==> config.mk <==
export PLATFORM = sky130hd
export DESIGN_NAME = pbn_err_unit
export DESIGN_NICKNAME = d
export VERILOG_FILES = /design/src/pbn_pkg.sv /design/src/pbn_err_unit.sv
export SDC_FILE = /design/constraint.sdc
export NUM_CORES = 1
export LEC_CHECK = 0
export BUFFER_PORTS_ARGS = -buffer_cell sky130_fd_sc_hd__clkbuf_2
export CAP_MARGIN = 20
export CORE_AREA = 2 2 175 211
export DETAILED_ROUTE_END_ITERATION = 8
export DIE_AREA = 0 0 177 213
export GPL_ROUTABILITY_DRIVEN = 0
export PLACE_DENSITY = 0.91
export SYNTH_ARGS = -nofsm -noshare
export SYNTH_HDL_FRONTEND = slang
export SYNTH_SLANG_ARGS = --single-unit
==> constraint.sdc <==
create_clock -name clk_i -period 10.86 [get_ports clk_i]
set_clock_uncertainty 0.05 [all_clocks]
set_input_delay 0 -clock clk_i [delete_from_list [all_inputs] [get_ports clk_i]]
set_output_delay 0 -clock clk_i [all_outputs]
set_load 0.01 [all_outputs]
==> src/pbn_pkg.sv <==
// Shared types and constants for the palette blend nearest color unit.
// No dependencies.
`timescale 1ns / 1ps

package pbn_pkg;

  localparam int ChanW = 8;            // bits per color channel
  localparam int RgbW = 3 * ChanW;     // packed entry color
  localparam int IdxW = 8;             // external index width
  localparam int PercentW = 7;

  localparam logic [PercentW-1:0] PercentReset = 7'd66;
  localparam logic [PercentW-1:0] PercentMax = 7'd100;

  // Item kinds
  localparam logic KindWrite = 1'b0;
  localparam logic KindQuery = 1'b1;

  // Tag that follows a palette entry through the error pipeline
  typedef struct packed {
    logic            valid;
    logic [IdxW-1:0] idx;
  } tag_t;

endpackage

==> src/pbn_err_unit.sv <==
// Two-stage error pipeline: norm minus dot product of an entry with the blend.
// Depends on pbn_pkg.
`timescale 1ns / 1ps

module pbn_err_unit #(
  parameter int WEIGHT_BITS = 12
) (
  input  logic                             clk_i,
  input  logic                             rst_ni,
  input  pbn_pkg::tag_t                    tag_i,
  input  logic [pbn_pkg::RgbW-1:0]         rgb_i,
  input  logic [WEIGHT_BITS+16:0]          norm_i,
  input  logic [WEIGHT_BITS+7:0]           blend_r_i,
  input  logic [WEIGHT_BITS+7:0]           blend_g_i,
  input  logic [WEIGHT_BITS+7:0]           blend_b_i,
  output pbn_pkg::tag_t                    tag_o,
  output logic signed [WEIGHT_BITS+18:0]   err_o
);

  localparam int NormW = WEIGHT_BITS + 17;
  localparam int ProdW = WEIGHT_BITS + 16;
  localparam int DotW = WEIGHT_BITS + 18;
  localparam int ErrW = WEIGHT_BITS + 19;
  localparam int CW = pbn_pkg::ChanW;

  pbn_pkg::tag_t             tag1_q, tag2_q;
  logic [ProdW-1:0]          prod_r_q, prod_g_q, prod_b_q;
  logic [NormW-1:0]          norm1_q;
  logic [DotW-1:0]           dot;
  logic signed [ErrW-1:0]    err_d, err_q;

  // Stage 1: one product per channel
  always_ff @(posedge clk_i) begin
    prod_r_q <= ProdW'(rgb_i[3*CW-1:2*CW]) * ProdW'(blend_r_i);
    prod_g_q <= ProdW'(rgb_i[2*CW-1:CW]) * ProdW'(blend_g_i);
    prod_b_q <= ProdW'(rgb_i[CW-1:0]) * ProdW'(blend_b_i);
    norm1_q  <= norm_i;
  end

  // Stage 2: sum and subtract
  assign dot = DotW'(prod_r_q) + DotW'(prod_g_q) + DotW'(prod_b_q);
  assign err_d = $signed(ErrW'(norm1_q)) - $signed(ErrW'(dot));

  always_ff @(posedge clk_i) begin
    err_q <= err_d;
  end

  always_ff @(posedge clk_i or negedge rst_ni) begin
    if (!rst_ni) begin
      tag1_q <= '0;
      tag2_q <= '0;
    end else begin
      tag1_q <= tag_i;
      tag2_q <= tag1_q;
    end
  end

  assign tag_o = tag2_q;
  assign err_o = err_q;

endmodule

### Word-level counts from Yosys, hierarchy flattened

Cells that the tools add are included.

| storage, ports and cells | value |
|---|---|
| logic and storage cells | 15 |
| register bits after elaboration | 162 |
| input port bits | 124 |
| output and inout port bits | 40 |

| cells by class | value |
|---|---|
| add/subtract/negate cells | 3 |
| $mul | 3 |

Operators with widths:

| kind | count |
|---|---|
| $mul 8x20->28 | 3 |
| $sub 29x30->31 | 1 |
| $add 29x28->30 | 1 |
| $add 28x28->29 | 1 |

### Depth between registers and ports, before layout

| depth | value |
|---|---|
| depth after elaboration | 3 |
| depth in mapped cells | 18 |
| gate-level depth less buffers | 17 |

### Worst setup path before layout

Ideal clock, no wire load.

| timing | value |
|---|---|
| path type | in2reg |
| start point | input rgb_i[11] in the netlist's numbering |
| end point | register prod_g_q[26] |
| setup time | 0.072 ns |
| arrival time | 4.140 ns |
| required time | 10.738 ns |
| setup slack | 6.598 ns |
| buffers on the path | 1 |
| stages on the path | 16 |
| cell sequence | clkbuf_1 > and2_1 > fa_1 > fa_1 > fa_1 > inv_1 > fa_1 > inv_1 > ha_1 > and2_1 > a221o_1 > or3_1 > o21ai_1 > o21ai_1 > a311oi_2 > xnor2_1 |

| on the way | value |
|---|---|
| word-level cells in the longest chain between the ends | 1 |

Ends and longest elaborated chain:

| what | RTL line | source |
|---|---|---|
| start, declared | pbn_err_unit.sv:11 | `input logic [pbn_pkg::RgbW-1:0] rgb_i,` |
| $mul 8x20->28 | pbn_err_unit.sv:35 | `prod_g_q <= ProdW'(rgb_i[2*CW-1:CW]) * ProdW'(blend_g_i);` |
| end signal, assigned | pbn_err_unit.sv:35 |  |
| end, declared | pbn_err_unit.sv:27 | `logic [ProdW-1:0] prod_r_q, prod_g_q, prod_b_q;` |

No other way between the ends.

### Final worst setup path

| timing | value |
|---|---|
| start point | input blend_g_i[1] |
| end point | register prod_g_q[24] |

| on the way | value |
|---|---|
| word-level cells in the longest chain between the ends | 1 |

Ends and longest elaborated chain:

| what | RTL line | source |
|---|---|---|
| start, declared | pbn_err_unit.sv:14 | `input logic [WEIGHT_BITS+7:0] blend_g_i,` |
| $mul 8x20->28 | pbn_err_unit.sv:35 |  |

No other way between the ends.

==> flow_results.org <==
** Timing
- The count of final hold-check violations was 0.
- In this run the tightest slew margin relative to its limit is between 50 and 60%.
- Crit path setup slack, layout :: 6.057 ns
- Final-report max-slew violation count :: 0
- Highest Clock Rate :: approximately 210 MHz
- Worst-margin pin slew :: 0.7253 ns
- Final setup fails :: 0
- For the finished layout, the period the worst path requires is around 4.8 ns.
- Setup repair after global routing missed its margin :: no
- Smallest hold slack :: about 0.045 ns
- Summed negative setup slack over all endpoints :: 0 ns
- Tcrit/Tclk final :: about 44%

** Synthesis
- Proportion of synthesized chip area in sequential cells :: 15.76%
- Of all flip-flops after synthesis, the portion carrying an async set or reset was between 10% and 20%.
- Post-Syn Instances :: roughly 2.2k
- Number of flip-flops and latches in the synthesized netlist :: approximately 160
- Post-synth top area share :: ~36%
- The most common cell in the synthesized netlist is sky130_fd_sc_hd__fa_1.
- Yosys mapped a number of flops with a built-in enable equal to 0.
- Cell type contributing the most total cell area after synthesis :: sky130_fd_sc_hd__fa_1
- The average instance in the mapped netlist occupies roughly 9.6 um^2.
- Warning count from the yosys run :: 0
- Nets in the synthesized netlist :: 2,891
- Summing every instance area after synthesis gives ~21,000 um^2.
- Netlist cell types :: 68
- In the synthesized netlist the dominant register cell turns out to be sky130_fd_sc_hd__dfxtp_1.
- Largest cells by area after synthesis :: sky130_fd_sc_hd__fa_1 36%, sky130_fd_sc_hd__dfxtp_1 14%, sky130_fd_sc_hd__and2_1 10%
- Most used standard cells in the synthesized netlist :: 380 x sky130_fd_sc_hd__fa_1, 372 x sky130_fd_sc_hd__inv_1, 351 x sky130_fd_sc_hd__and2_1

** Setup path
- In this design, the stage delay of the slowest critical-path cell is roughly 0.57 ns.
- The worst setup path is captured at a flip-flop.
- Critical Path Start Type :: primary input
- Critical path class :: in -> reg
- Arrival time of data at the critical path endpoint :: just over 5 ns
- Among the stages of the critical path, the cell type that occurs most often is sky130_fd_sc_hd__fa_1.
- Crit-path cells :: dlygate4sd3_1 -> clkbuf_2 -> and2_1 -> fa_1 -> fa_1 -> inv_1 -> fa_1 -> fa_1 -> inv_1 -> ha_1 -> a21o_1 -> a21oi_1 -> a21boi_1 -> a221o_1 -> a311oi_1 -> o21ai_1 -> xor2_1
- Broken down by cell family, the worst path's largest delay share belongs to adder cells.
- Number of buffers and inverters on the critical path :: 4
- Worst-path maximum fanout :: 8
- STA puts the critical path data required time at about 11 ns.
- The slowest stage of the critical path is the sky130_fd_sc_hd__dlygate4sd3_1 cell.

** Placed design
- Once placement finished, the instance area stood at around 22,000 um^2.
- OpenSTA, run right after detailed placement, puts the worst setup slack at 6.018 ns.
- In this run the tool buffered the top-level ports with roughly 160 buffer cells.
- HPWL after DPL :: approximately 40,000 um

** CTS
- CTS saw 162 sinks.
- In this run the post-CTS setup repair buffer count came out at 0.
- The H-tree was split into 4 levels.
- Post-CTS Resized :: 0
- At the later pin of the worst-skew pair, clock insertion delay measures approximately 0.44 ns.
- The tree is rooted in a sky130_fd_sc_hd__clkbuf_16.
- Post-CTS clock slew at the launch and capture registers of the worst setup and hold paths :: 0.07 ns
- Clock tree from TritonCTS :: yes
- TritonCTS created 17 clock buffers.
- CTS hold repair buffers :: 45
- Counting along the longest clock path gives a buffer depth of 2.

** Global routing
- The first global-routing pass estimated between 80,000 and 90,000 um of wire.
- Maximum number of pins on one net before global-route repair :: 21
- Vias in the first global route :: 17.63k
- Across every metal layer, demand over resource in global routing totals approximately 28%.
- Global routing finished with a remaining overflow of 0.
- The initial antenna violation count came to 4.

** Routing
- ANT nets after route :: 0
- The first routing iteration left approximately 1.1k violations.
- Number of remaining DRC errors :: 0
- For this block, the via count after detailed routing is between 15k and 20k.
- The routed design has ~50,000 um of wire.
- Avg WL per Cell :: about 17 um
- Before antenna repair, the detailed router went through 6 iterations.
- Via density per instance :: approximately 5.7

** Floorplan
- The floorplan step defined a core boundary enclosing 35,660 um^2.
- Die Span Y :: roughly 210 um
- During I/O placement, the number of pins put on the boundary was roughly 160.
- DIE AREA :: about 38,000 um^2
- The floorplan has 76 rows.
- Die W :: ~180 um
- The initial utilization of the core area, before any placement, comes to just under 60%.

** Finish
- Share of cells above drive strength 1 :: between 8 and 9%
- Final Instance Area :: about 23,000 um^2
- Total of fill cells in the finished design :: 2,559
- Relative to the synthesized area, the layout overhead comes to 10.32%.
- In the final design database the tool counted roughly 3k nets.

** Hold path
- The path class of the tightest hold or removal check is in -> reg.

** Run status
- The run finished with clean final reports.

** Job
- Number of max-cap violations :: 0
## cell usage in the layout (no fill, tap or decap), drive strengths merged, types with 8 or more instances in the layout
cell type and instances:
a211oi 11, a21o 39, a21oi 97, a31oi 9, and2 351, and3 16, clkbuf 180, dfrtp 18
dfxtp 144, dlygate4sd3 45, fa 380, ha 175, inv 385, nand2 179, nand2b 10, nand3 20
nand4 10, nor2 54, nor2b 12, nor3 12, o211ai 8, o21a 18, o21ai 43, o21bai 9
xnor2 55, xor2 30
## path summary, 6_finish.rpt
kind,start,slack (ns),cells past startpoint,end
max reg2reg,prod_g_q[0],6.86,12,err_o[28]
max in group asynchronous,rst_ni,9.63,3,tag_o[8]
min reg2reg,tag1_q[6],0.30,0,tag_o[6]
min,rgb_i[16],0.04,2,prod_r_q[0]
min in group asynchronous,rst_ni,0.66,3,tag1_q[1]
max,blend_g_i[1],6.06,17,prod_g_q[24]
## cell type report
cell class	instances	area, um^2	share of cell area (%)
timing repair buffer	208	1266	5.428
clock buffer	17	425.4	1.824
multi-input combinational	1613	16170	69.33
inverter	372	1396	5.986
tap	468	585.6	2.510
sequential	162	3333	14.29
clock inverter	15	136.4	0.5846
antenna	5	12.51	0.05364
## cells by family (layout without fill, tap and decap cells)
logic type	count (synthesis)	after routing	synth area share (%)
AOI/OAI and AO/OA	285	285	9.035
xor gates and xnor gates	85	85	3.521
adders and majority gates	555	555	46.33
buffers and inverters	437	612	7.757
DFF	162	162	15.76
muxes	1	1	0.04734
other	0	5	0
and+or+nand+nor	687	687	17.54
## routing by layer
metal / vias up / global-route usage (%) / share of wire, % / routed length [um]
met5: - / 0 / 0 / 0
met4: 0 / 17.64 / 7.0 / 3484
met3: 236 / 3.543 / 6.1 / 3070
met2: 800 / 48.87 / 51 / 25360
met1: 8044 / 32.14 / 36 / 18050
li1: 7247 / - / - / -
## sequential cells by signal, summed over array words and instances, names as in the netlist
signal    count
err_o        31
norm1_q      29
prod_b_q     28
prod_g_q     28
prod_r_q     28
tag1_q        9
tag_o         9
## stage by stage
stage	instances	util [%]
floorplan	2212	-
global placement	2778	62.54
detailed placement	2778	62.54
CTS	2855	65.38
global route	2859	65.41
finish	2860	65.42
## worst reg2reg max path, cell delays in order, from the launching register on
cell and delay [ns]:
sky130_fd_sc_hd__dfxtp_1 0.31, sky130_fd_sc_hd__ha_1 0.30, sky130_fd_sc_hd__inv_1 0.08, sky130_fd_sc_hd__fa_1 0.42
sky130_fd_sc_hd__fa_1 0.43, sky130_fd_sc_hd__fa_1 0.48, sky130_fd_sc_hd__a21oi_1 0.28, sky130_fd_sc_hd__o221ai_1 0.27
sky130_fd_sc_hd__a211o_1 0.34, sky130_fd_sc_hd__o31a_1 0.30, sky130_fd_sc_hd__o21ai_1 0.36, sky130_fd_sc_hd__nand4b_1 0.17
sky130_fd_sc_hd__o311ai_0 0.11
Power is not shown: default switching activity piles up to over one toggle a cycle in this logic, so the estimate is an artifact.
